[src/mfd_pkg.sv]
// Shared types and constants for the message frame deframer.
package mfd_pkg;

   localparam logic [7:0] HiNibbleMask   = 8'hf0;
   localparam logic [7:0] LoNibbleMask   = 8'h0f;
   localparam logic [7:0] FinalBitMask   = 8'h80;
   localparam logic [7:0] TypeFieldMask  = 8'h70;
   localparam logic [15:0] HeaderBytes   = 16'd4;
   localparam logic [15:0] FrameHeadBytes = 16'd2;
   localparam logic [15:0] MinFrameRoom  = 16'd2;
   localparam logic [3:0] ReplayOpcodeReset = 4'd0;

   typedef enum logic [1:0] {
      KIND_HEADER    = 2'd0,
      KIND_FRAME     = 2'd1,
      KIND_DONE      = 2'd2,
      KIND_TOO_SHORT = 2'd3
   } kind_type;

   typedef enum logic [2:0] {
      PH_IDLE = 3'd0,
      PH_HDR  = 3'd1,
      PH_FH0  = 3'd2,
      PH_FH1  = 3'd3,
      PH_SKIP = 3'd4,
      PH_STOP = 3'd5
   } phase_type;

   typedef struct packed {
      logic [7:0]  data_byte;
      logic        first_byte;
      logic [15:0] buffer_length;
   } req_type;

   typedef struct packed {
      logic [1:0]  result_kind;
      logic [3:0]  version;
      logic [3:0]  opcode;
      logic [7:0]  msg_flags;
      logic [15:0] payload_code;
      logic [2:0]  frame_type;
      logic [11:0] frame_length;
      logic        frame_final;
      logic        complete;
      logic [15:0] bytes_left;
      logic        last_of_run;
   } rsp_type;

   typedef struct packed {
      logic [1:0] count;
      rsp_type    first;
      rsp_type    second;
   } emit_type;

endpackage

[src/mfd_parser.sv]
// Parse state and per-byte result generation for the message frame deframer.
module mfd_parser (
   input  logic              clock,
   input  logic              reset,
   input  logic              take,
   input  mfd_pkg::req_type  req_data,
   input  logic [3:0]        replay_opcode,
   output mfd_pkg::emit_type emit
);
   import mfd_pkg::*;

   phase_type   phase_ff, phase_in;
   logic [15:0] remaining_ff, remaining_in;
   logic [1:0]  hpos_ff, hpos_in;
   logic [23:0] hbytes_ff, hbytes_in;
   logic [7:0]  fhead_ff, fhead_in;
   logic [11:0] skip_ff, skip_in;
   logic        complete_ff, complete_in;

   logic [15:0] rem_hdr;
   logic [15:0] rem_frame;
   logic [11:0] flen;
   logic [16:0] fneed;
   logic [11:0] skip_dec;
   logic [7:0]  b0;
   rsp_type     r0, r1;
   logic [1:0]  count;

   assign b0        = hbytes_ff[23:16];
   assign rem_hdr   = remaining_ff - HeaderBytes;
   assign flen      = {fhead_ff[3:0], req_data.data_byte};
   assign fneed     = {5'd0, flen} + {1'b0, FrameHeadBytes};
   assign rem_frame = remaining_ff - FrameHeadBytes - {4'd0, flen};
   assign skip_dec  = (skip_ff != 12'd0) ? skip_ff - 12'd1 : 12'd0;

   always_comb begin
      phase_in     = phase_ff;
      remaining_in = remaining_ff;
      hpos_in      = hpos_ff;
      hbytes_in    = hbytes_ff;
      fhead_in     = fhead_ff;
      skip_in      = skip_ff;
      complete_in  = complete_ff;
      r0           = '0;
      r1           = '0;
      count        = 2'd0;
      if (take) begin
         if (req_data.first_byte) begin
            complete_in = 1'b0;
            skip_in     = '0;
            fhead_in    = '0;
            if (req_data.buffer_length < HeaderBytes) begin
               r0.result_kind = KIND_TOO_SHORT;
               count          = 2'd1;
               phase_in       = PH_STOP;
               remaining_in   = '0;
               hpos_in        = '0;
               hbytes_in      = '0;
            end else begin
               hbytes_in    = {req_data.data_byte, 16'd0};
               hpos_in      = 2'd1;
               remaining_in = req_data.buffer_length;
               phase_in     = PH_HDR;
            end
         end else begin
            case (phase_ff)
               PH_HDR: begin
                  if (hpos_ff == 2'd1) begin
                     hbytes_in[15:8] = req_data.data_byte;
                     hpos_in         = 2'd2;
                  end else if (hpos_ff == 2'd2) begin
                     hbytes_in[7:0] = req_data.data_byte;
                     hpos_in        = 2'd3;
                  end else begin
                     r0.result_kind  = KIND_HEADER;
                     r0.version      = 4'((b0 & HiNibbleMask) >> 4);
                     r0.opcode       = 4'(b0 & LoNibbleMask);
                     r0.msg_flags    = hbytes_ff[15:8];
                     r0.payload_code = {hbytes_ff[7:0], req_data.data_byte};
                     count           = 2'd1;
                     hpos_in         = '0;
                     remaining_in    = rem_hdr;
                     if (r0.opcode == replay_opcode || rem_hdr <= MinFrameRoom) begin
                        r1.result_kind = KIND_DONE;
                        r1.complete    = complete_ff;
                        r1.bytes_left  = rem_hdr;
                        count          = 2'd2;
                        phase_in       = PH_STOP;
                     end else begin
                        phase_in = PH_FH0;
                     end
                  end
               end
               PH_FH0: begin
                  fhead_in = req_data.data_byte;
                  phase_in = PH_FH1;
               end
               PH_FH1: begin
                  if (fneed > {1'b0, remaining_ff}) begin
                     r0.result_kind = KIND_DONE;
                     r0.complete    = complete_ff;
                     r0.bytes_left  = remaining_ff;
                     count          = 2'd1;
                     phase_in       = PH_STOP;
                  end else begin
                     r0.result_kind  = KIND_FRAME;
                     r0.frame_type   = 3'((fhead_ff & TypeFieldMask) >> 4);
                     r0.frame_length = flen;
                     r0.frame_final  = |(fhead_ff & FinalBitMask);
                     count           = 2'd1;
                     complete_in     = r0.frame_final;
                     remaining_in    = rem_frame;
                     if (flen == 12'd0) begin
                        if (rem_frame <= MinFrameRoom) begin
                           r1.result_kind = KIND_DONE;
                           r1.complete    = r0.frame_final;
                           r1.bytes_left  = rem_frame;
                           count          = 2'd2;
                           phase_in       = PH_STOP;
                        end else begin
                           phase_in = PH_FH0;
                        end
                     end else begin
                        skip_in  = flen;
                        phase_in = PH_SKIP;
                     end
                  end
               end
               PH_SKIP: begin
                  skip_in = skip_dec;
                  if (skip_dec == 12'd0) begin
                     if (remaining_ff <= MinFrameRoom) begin
                        r0.result_kind = KIND_DONE;
                        r0.complete    = complete_ff;
                        r0.bytes_left  = remaining_ff;
                        count          = 2'd1;
                        phase_in       = PH_STOP;
                     end else begin
                        phase_in = PH_FH0;
                     end
                  end
               end
               default: begin
               end
            endcase
         end
      end
      r0.last_of_run = (count == 2'd1);
      r1.last_of_run = (count == 2'd2);
      emit.count  = count;
      emit.first  = r0;
      emit.second = r1;
   end

   always_ff @(posedge clock) begin
      if (reset) begin
         phase_ff     <= PH_IDLE;
         remaining_ff <= '0;
         hpos_ff      <= '0;
         hbytes_ff    <= '0;
         fhead_ff     <= '0;
         skip_ff      <= '0;
         complete_ff  <= 1'b0;
      end else begin
         phase_ff     <= phase_in;
         remaining_ff <= remaining_in;
         hpos_ff      <= hpos_in;
         hbytes_ff    <= hbytes_in;
         fhead_ff     <= fhead_in;
         skip_ff      <= skip_in;
         complete_ff  <= complete_in;
      end
   end

endmodule

[src/message_frame_deframer.sv]
// Top level of the message frame deframer: request intake, output queue and config register.
// The deframer takes one buffer byte per request and reports header, frame, done and
// too-short results. A byte is taken in every cycle while it causes at most one result
// and the output does not stall; a byte with two results (a header or zero-length frame
// followed by done) holds the request side while its second result leaves the two-entry
// output queue. Results appear in the cycle after the byte that causes them. The replay
// opcode register should be written only while no request is in flight.
module message_frame_deframer (
   input  logic             clock,
   input  logic             reset,
   input  logic             req_valid,
   output logic             req_stall,
   input  mfd_pkg::req_type req_data,
   output logic             rsp_valid,
   input  logic             rsp_stall,
   output mfd_pkg::rsp_type rsp_data,
   input  logic             csr_wr_en,
   input  logic [3:0]       csr_wr_data
);
   import mfd_pkg::*;

   logic [3:0] replay_ff;
   logic [1:0] cnt_ff, cnt_in;
   rsp_type    q0_ff, q0_in;
   rsp_type    q1_ff, q1_in;
   logic       pop;
   logic       take;
   emit_type   emit;

   assign pop       = (cnt_ff != 2'd0) && !rsp_stall;
   assign take      = req_valid && (cnt_ff == 2'd0 || (cnt_ff == 2'd1 && !rsp_stall));
   assign req_stall = !(cnt_ff == 2'd0 || (cnt_ff == 2'd1 && !rsp_stall));
   assign rsp_valid = (cnt_ff != 2'd0);
   assign rsp_data  = q0_ff;

   mfd_parser u_parser (
      .clock         (clock),
      .reset         (reset),
      .take          (take),
      .req_data      (req_data),
      .replay_opcode (replay_ff),
      .emit          (emit)
   );

   always_comb begin
      cnt_in = cnt_ff;
      q0_in  = q0_ff;
      q1_in  = q1_ff;
      if (take) begin
         cnt_in = emit.count;
         q0_in  = emit.first;
         q1_in  = emit.second;
      end else if (pop) begin
         if (cnt_ff == 2'd2) begin
            q0_in  = q1_ff;
            cnt_in = 2'd1;
         end else begin
            cnt_in = 2'd0;
         end
      end
   end

   always_ff @(posedge clock) begin
      if (reset) begin
         cnt_ff    <= '0;
         replay_ff <= ReplayOpcodeReset;
      end else begin
         cnt_ff <= cnt_in;
         if (csr_wr_en) begin
            replay_ff <= csr_wr_data;
         end
      end
   end

   always_ff @(posedge clock) begin
      q0_ff <= q0_in;
      q1_ff <= q1_in;
   end

   // A new request is taken only when the queue is empty or its last result leaves now.
   a_take_when_free: assert property (@(posedge clock) disable iff (reset)
      (req_valid && !req_stall) |-> (cnt_ff == 2'd0 || (cnt_ff == 2'd1 && pop)))
      else $error("request taken while output queue busy");

   // A result not marked last of its run must have its partner queued behind it.
   a_run_partner: assert property (@(posedge clock) disable iff (reset)
      (rsp_valid && !rsp_data.last_of_run) |-> (cnt_ff == 2'd2))
      else $error("result run broken in output queue");

   // Draining a full queue moves the second result to the head.
   a_shift: assert property (@(posedge clock) disable iff (reset)
      (cnt_ff == 2'd2 && pop) |=> (cnt_ff == 2'd1 && rsp_data == $past(q1_ff)))
      else $error("second queued result lost");

   // A too-short result always stands alone.
   a_short_alone: assert property (@(posedge clock) disable iff (reset)
      (rsp_valid && rsp_data.result_kind == KIND_TOO_SHORT) |-> rsp_data.last_of_run)
      else $error("too-short result not last of run");

endmodule
[config.mk]
export PLATFORM = sky130hd
export DESIGN_NAME = message_frame_deframer
export DESIGN_NICKNAME = d
export VERILOG_FILES = /design/src/mfd_pkg.sv /design/src/mfd_parser.sv /design/src/message_frame_deframer.sv
export SDC_FILE = /design/constraint.sdc
export NUM_CORES = 1
export LEC_CHECK = 0
export ABC_AREA = 1
export BUFFER_PORTS_ARGS = -buffer_cell sky130_fd_sc_hd__buf_2
export CAP_MARGIN = 10
export CORE_MARGIN = 1.5
export CORE_UTILIZATION = 40
export CTS_CLUSTER_SIZE = 12
export DETAILED_ROUTE_END_ITERATION = 16
export PLACE_DENSITY = 0.56
export SETUP_SLACK_MARGIN = 0.05
export SYNTH_ARGS = -nofsm -noshare
export SYNTH_HDL_FRONTEND = slang
export SYNTH_HIERARCHICAL = 1
export SYNTH_SLANG_ARGS = --single-unit
[constraint.sdc]
create_clock -name clock -period 3.3 [get_ports clock]
set_input_delay 0.33 -clock clock [delete_from_list [all_inputs] [get_ports clock]]
set_output_delay 0.33 -clock clock [all_outputs]
set_load 0.03 [all_outputs]
==> results <==
- By startpoint and endpoint, the worst setup path is classified as flip-flop to flip-flop.
- The initial cell density of the core is 40.70%.
- The total routed wirelength is 32.96 mm.
- For the worst-skew pair, the clock arrives at the later sink with an insertion delay of 520 ps.
- From synthesis to final layout, the design area changed by 17.06%.
- The largest area contributor in the synthesized netlist is sky130_fd_sc_hd__edfxtp_1.
- The number of warnings issued by yosys is 6.
- The final total power is 8.042 mW.
- The worst setup path is captured at a flip-flop.
- Setup repair after global routing could not meet its margin everywhere.
- The clock drives 208 sinks.
- The detailed router placed 10,184 vias in this run.
- In this run the power density over the cells is 569.5 mW/mm².
- VDD sags by at most 0.0003352 V.
- The total clock buffers created by CTS is 24.
- The final worst-path cycle share is 92.78%.
- The library cell with the highest instance count after synthesis is sky130_fd_sc_hd__nand2_1.
- The portion of the post-synthesis area used by sequential elements is 45.80%.
- The area enclosed by the die boundary is 0.03121 mm².
- The final instance count without filler cells is 2,105.
- The share of the synthesized area in the top cell type is 33.86%.
- At the end of routability-driven placement, the weighted congestion stood at 0.9003.
- After routing the design area is 0.01412 mm².
- Across the run, the number of max-cap violations was 0.
- The total of buffers placed on input and output ports is 103.
- The count of flip-flops with a built-in enable after synthesis is 136.
- The post-synthesis cell type count is 46.
- For this run, asynchronously set or reset flops after synthesis account for 0%.
- The total of flip-flops plus latches after synthesis is 208.
- The tightest min-delay check is of the input port to flip-flop type.
- Data on the critical path arrives at its endpoint at 3450 ps.
- The first global-routing pass estimated 51.89 mm of wire.
- The maximum number of pins on one net before global-route repair is 143.
- The final count of pins violating max slew came to 0.
- The first detailed-routing pass ran for 5 iterations.
- Setup violations remaining at the end of the flow were counted as 0.
- Summing every instance area after synthesis gives 0.01206 mm².
- Dividing the synthesized area by the synthesized cell count gives 7.848 µm².
- The leakage component of the power is 6.391 nW.
- The placement row count is 63.
- The total area inside the core boundary comes to 0.02964 mm².
- The buffer count from post-CTS setup fixing is 0.
- The I/O pin count is 104.
- In this run the tightest slew margin relative to its limit is 47.96%.
- The number of instances in the synthesized netlist is 1,537.
- The clock period minus worst slack is 3062 ps.
- At the pin with the least slew margin, the transition time is 778.7 ps.
- The number of vias per cell after detailed routing is 4.838.
- The worst setup path is launched from a flip-flop.
- The setup check on the worst reg-to-reg path leaves a slack of 240 ps.
- After detailed routing, the number of remaining DRC violations is 0.
- On the final layout, the worst clock skew is 15.68 ps.
- The instance area at placement is 0.01323 mm².
- The TritonCTS clock tree is yes.
- The fraction of final layout cells sized beyond drive strength 1 is 17.67%.
- The horizontal die dimension is 176.7 µm.
- The number of global-route vias before repair is 9,600.
- Global routing finished with a remaining overflow of 0.
- After legalization and detailed placement, the total HPWL measured 24.53 mm.
- The number of hold violations in the final report is 0.
- For this run, the total global-route usage over all layers was measured as 21.21%.
- Of all nets on the critical path, the largest fanout is 6.
- The cell sitting at the root of the clock tree is a sky130_fd_sc_hd__clkbuf_16.
- In this run the remaining antenna-violating nets after routing total 0.
- The initial antenna violation count is 0.
- The run finished with clean final reports.
- Once placement completed, the tool counted placed cells totaling 2,061.
- The number of buffers between clock root and the deepest sink is 3.
- CTS built an H-tree with a depth of 1.
- The maximum operating frequency is 326.6 MHz.
- The layout net count is 1,777.
- After the first detailed-routing iteration, the DRC count stood at 706.
- For the worst setup path, the data required time is 3690 ps.
- The average wire length per cell after detail routing is 15.66 µm.
- The number of antenna diodes in the final layout is 0.
- After clock tree synthesis, the clock-pin slew on the worst setup and hold paths is 60 ps.
- In this run the vertical extent of the chip is 176.7 µm.
- The prevailing post-synth register cell is sky130_fd_sc_hd__edfxtp_1.
- In the post-synthesis netlist, the biggest area contributors are sky130_fd_sc_hd__edfxtp_1 (34%), sky130_fd_sc_hd__nand2_1 (15%), sky130_fd_sc_hd__dfxtp_1 (12%).
- The commonest cells after synthesis are sky130_fd_sc_hd__nand2_1 (471), sky130_fd_sc_hd__nor2_1 (175), sky130_fd_sc_hd__inv_1 (151), sky130_fd_sc_hd__edfxtp_1 (136), sky130_fd_sc_hd__a21oi_1 (80).
## flip-flops by register name (all words and copies together) (netlist names)
name                   flops
cnt_ff                     2
q1_ff                     68
replay_ff                  4
rsp_data                  68
u_parser/complete_ff       1
u_parser/fhead_ff          8
u_parser/hbytes_ff        24
u_parser/hpos_ff           2
u_parser/phase_ff          3
u_parser/remaining_ff     16
u_parser/skip_ff          12
## layout by cell type (no fill, tap or decap), drive strengths merged
| cell type | count |
|---|---|
| a31oi | 3 |
| ha | 45 |
| nor4 | 2 |
| xor2 | 14 |
| o311ai | 1 |
| or2 | 1 |
| a22oi | 4 |
| nand2 | 479 |
| and2 | 2 |
| edfxtp | 136 |
| conb | 52 |
| a21boi | 4 |
| a21oi | 84 |
| o21ai | 83 |
| fa | 1 |
| nor3 | 54 |
| o22ai | 1 |
| nand4 | 12 |
| nand3 | 68 |
| dfxtp | 72 |
| o21bai | 1 |
| clkinvlp | 1 |
| buf | 182 |
| bufinv | 4 |
| inv | 163 |
| xnor2 | 9 |
| nand3b | 4 |
| clkinv | 5 |
| a211oi | 1 |
| nor2 | 191 |
| clkbuf | 36 |
## report_power, final
group          internal, mW  switching (mW)  total [mW]
combinational         0.722            1.44        2.16
sequential             2.99          0.0984        3.09
clock                  1.75            1.04        2.79
## kinds of logic (layout without fill, tap and decap cells)
group,after synthesis,count (layout),share of synthesized area (%)
flops,208,208,45.80
compound gates,182,182,8.174
simple gates,813,813,28.87
other cells,1,52,0.03109
fa+ha+maj,46,46,4.834
buf+inv,264,391,10.43
xor+xnor,23,23,1.857
## final timing paths
kind                             from              endpoint  cells after the start
max reg2reg  u_parser/remaining_ff[4]             cnt_ff[0]                     20
min reg2reg      u_parser/fhead_ff[6]  u_parser/fhead_ff[6]                      2
max          u_parser/remaining_ff[4]             cnt_ff[0]                     20
min                    csr_wr_data[2]          replay_ff[2]                      3
## per-layer routing
| layer | track usage (%) | vias to the layer above | share of wire [%] |
|---|---|---|---|
| li1 | - | 5200 | - |
| met1 | 31.05 | 4632 | 49 |
| met2 | 32.48 | 301 | 43 |
| met3 | 2.663 | 51 | 5.3 |
| met4 | 6.638 | 0 | 3.1 |
| met5 | 0 | - | 0 |
## area by class of cell
class                           instances  area (µm²)
Inverter                              165       624.3
Clock buffer                           36       686.9
Multi-Input combinational cell       1116        5529
Timing Repair Buffer                  182        1121
Clock inverter                          8       143.9
Fill cell                            3046       15520
Sequential cell                       208        5528
Tap cell                              390       488.0
## timing repair
action,CTS,global route
endpoints found under the hold margin,0,0
gates resized for setup,0,21
hold buffers,0,0
setup endpoints to repair,0,36
## through the flow
stage | utilization, % | hold WS, ps | worst slack, ps | TNS (ps)
2_1_floorplan | - | 399.1 | 188.3 | 0
3_3_place_gp | 44.63 | 444.6 | -118.5 | -1863
3_5_place_dp | 44.63 | 450.3 | -156.5 | -2389
4_1_cts | 47.44 | 53.15 | 94.64 | 0
5_1_grt | 47.64 | 63.22 | 16.00 | 0
6_report | 47.64 | 67.50 | 238.1 | 0
## worst max-delay path, cell delays in order, from the launching register on
cell,delay [ps]
sky130_fd_sc_hd__dfxtp_2,390
sky130_fd_sc_hd__inv_2,120
sky130_fd_sc_hd__ha_1,290
sky130_fd_sc_hd__inv_1,40
sky130_fd_sc_hd__ha_2,360
sky130_fd_sc_hd__nand2_1,90
sky130_fd_sc_hd__nor2_1,140
sky130_fd_sc_hd__nand3_2,90
sky130_fd_sc_hd__nand3_1,90
sky130_fd_sc_hd__nand2_1,110
sky130_fd_sc_hd__nor2_1,140
sky130_fd_sc_hd__nand3_1,100
sky130_fd_sc_hd__nor2_1,150
sky130_fd_sc_hd__nand3_2,150
sky130_fd_sc_hd__o21ai_1,150
sky130_fd_sc_hd__nand3b_1,90
sky130_fd_sc_hd__nand2_1,110
sky130_fd_sc_hd__inv_1,50
sky130_fd_sc_hd__nand3b_1,140
sky130_fd_sc_hd__nand2_1,70
sky130_fd_sc_hd__a21oi_1,60
(Power assumes the default switching activity.)
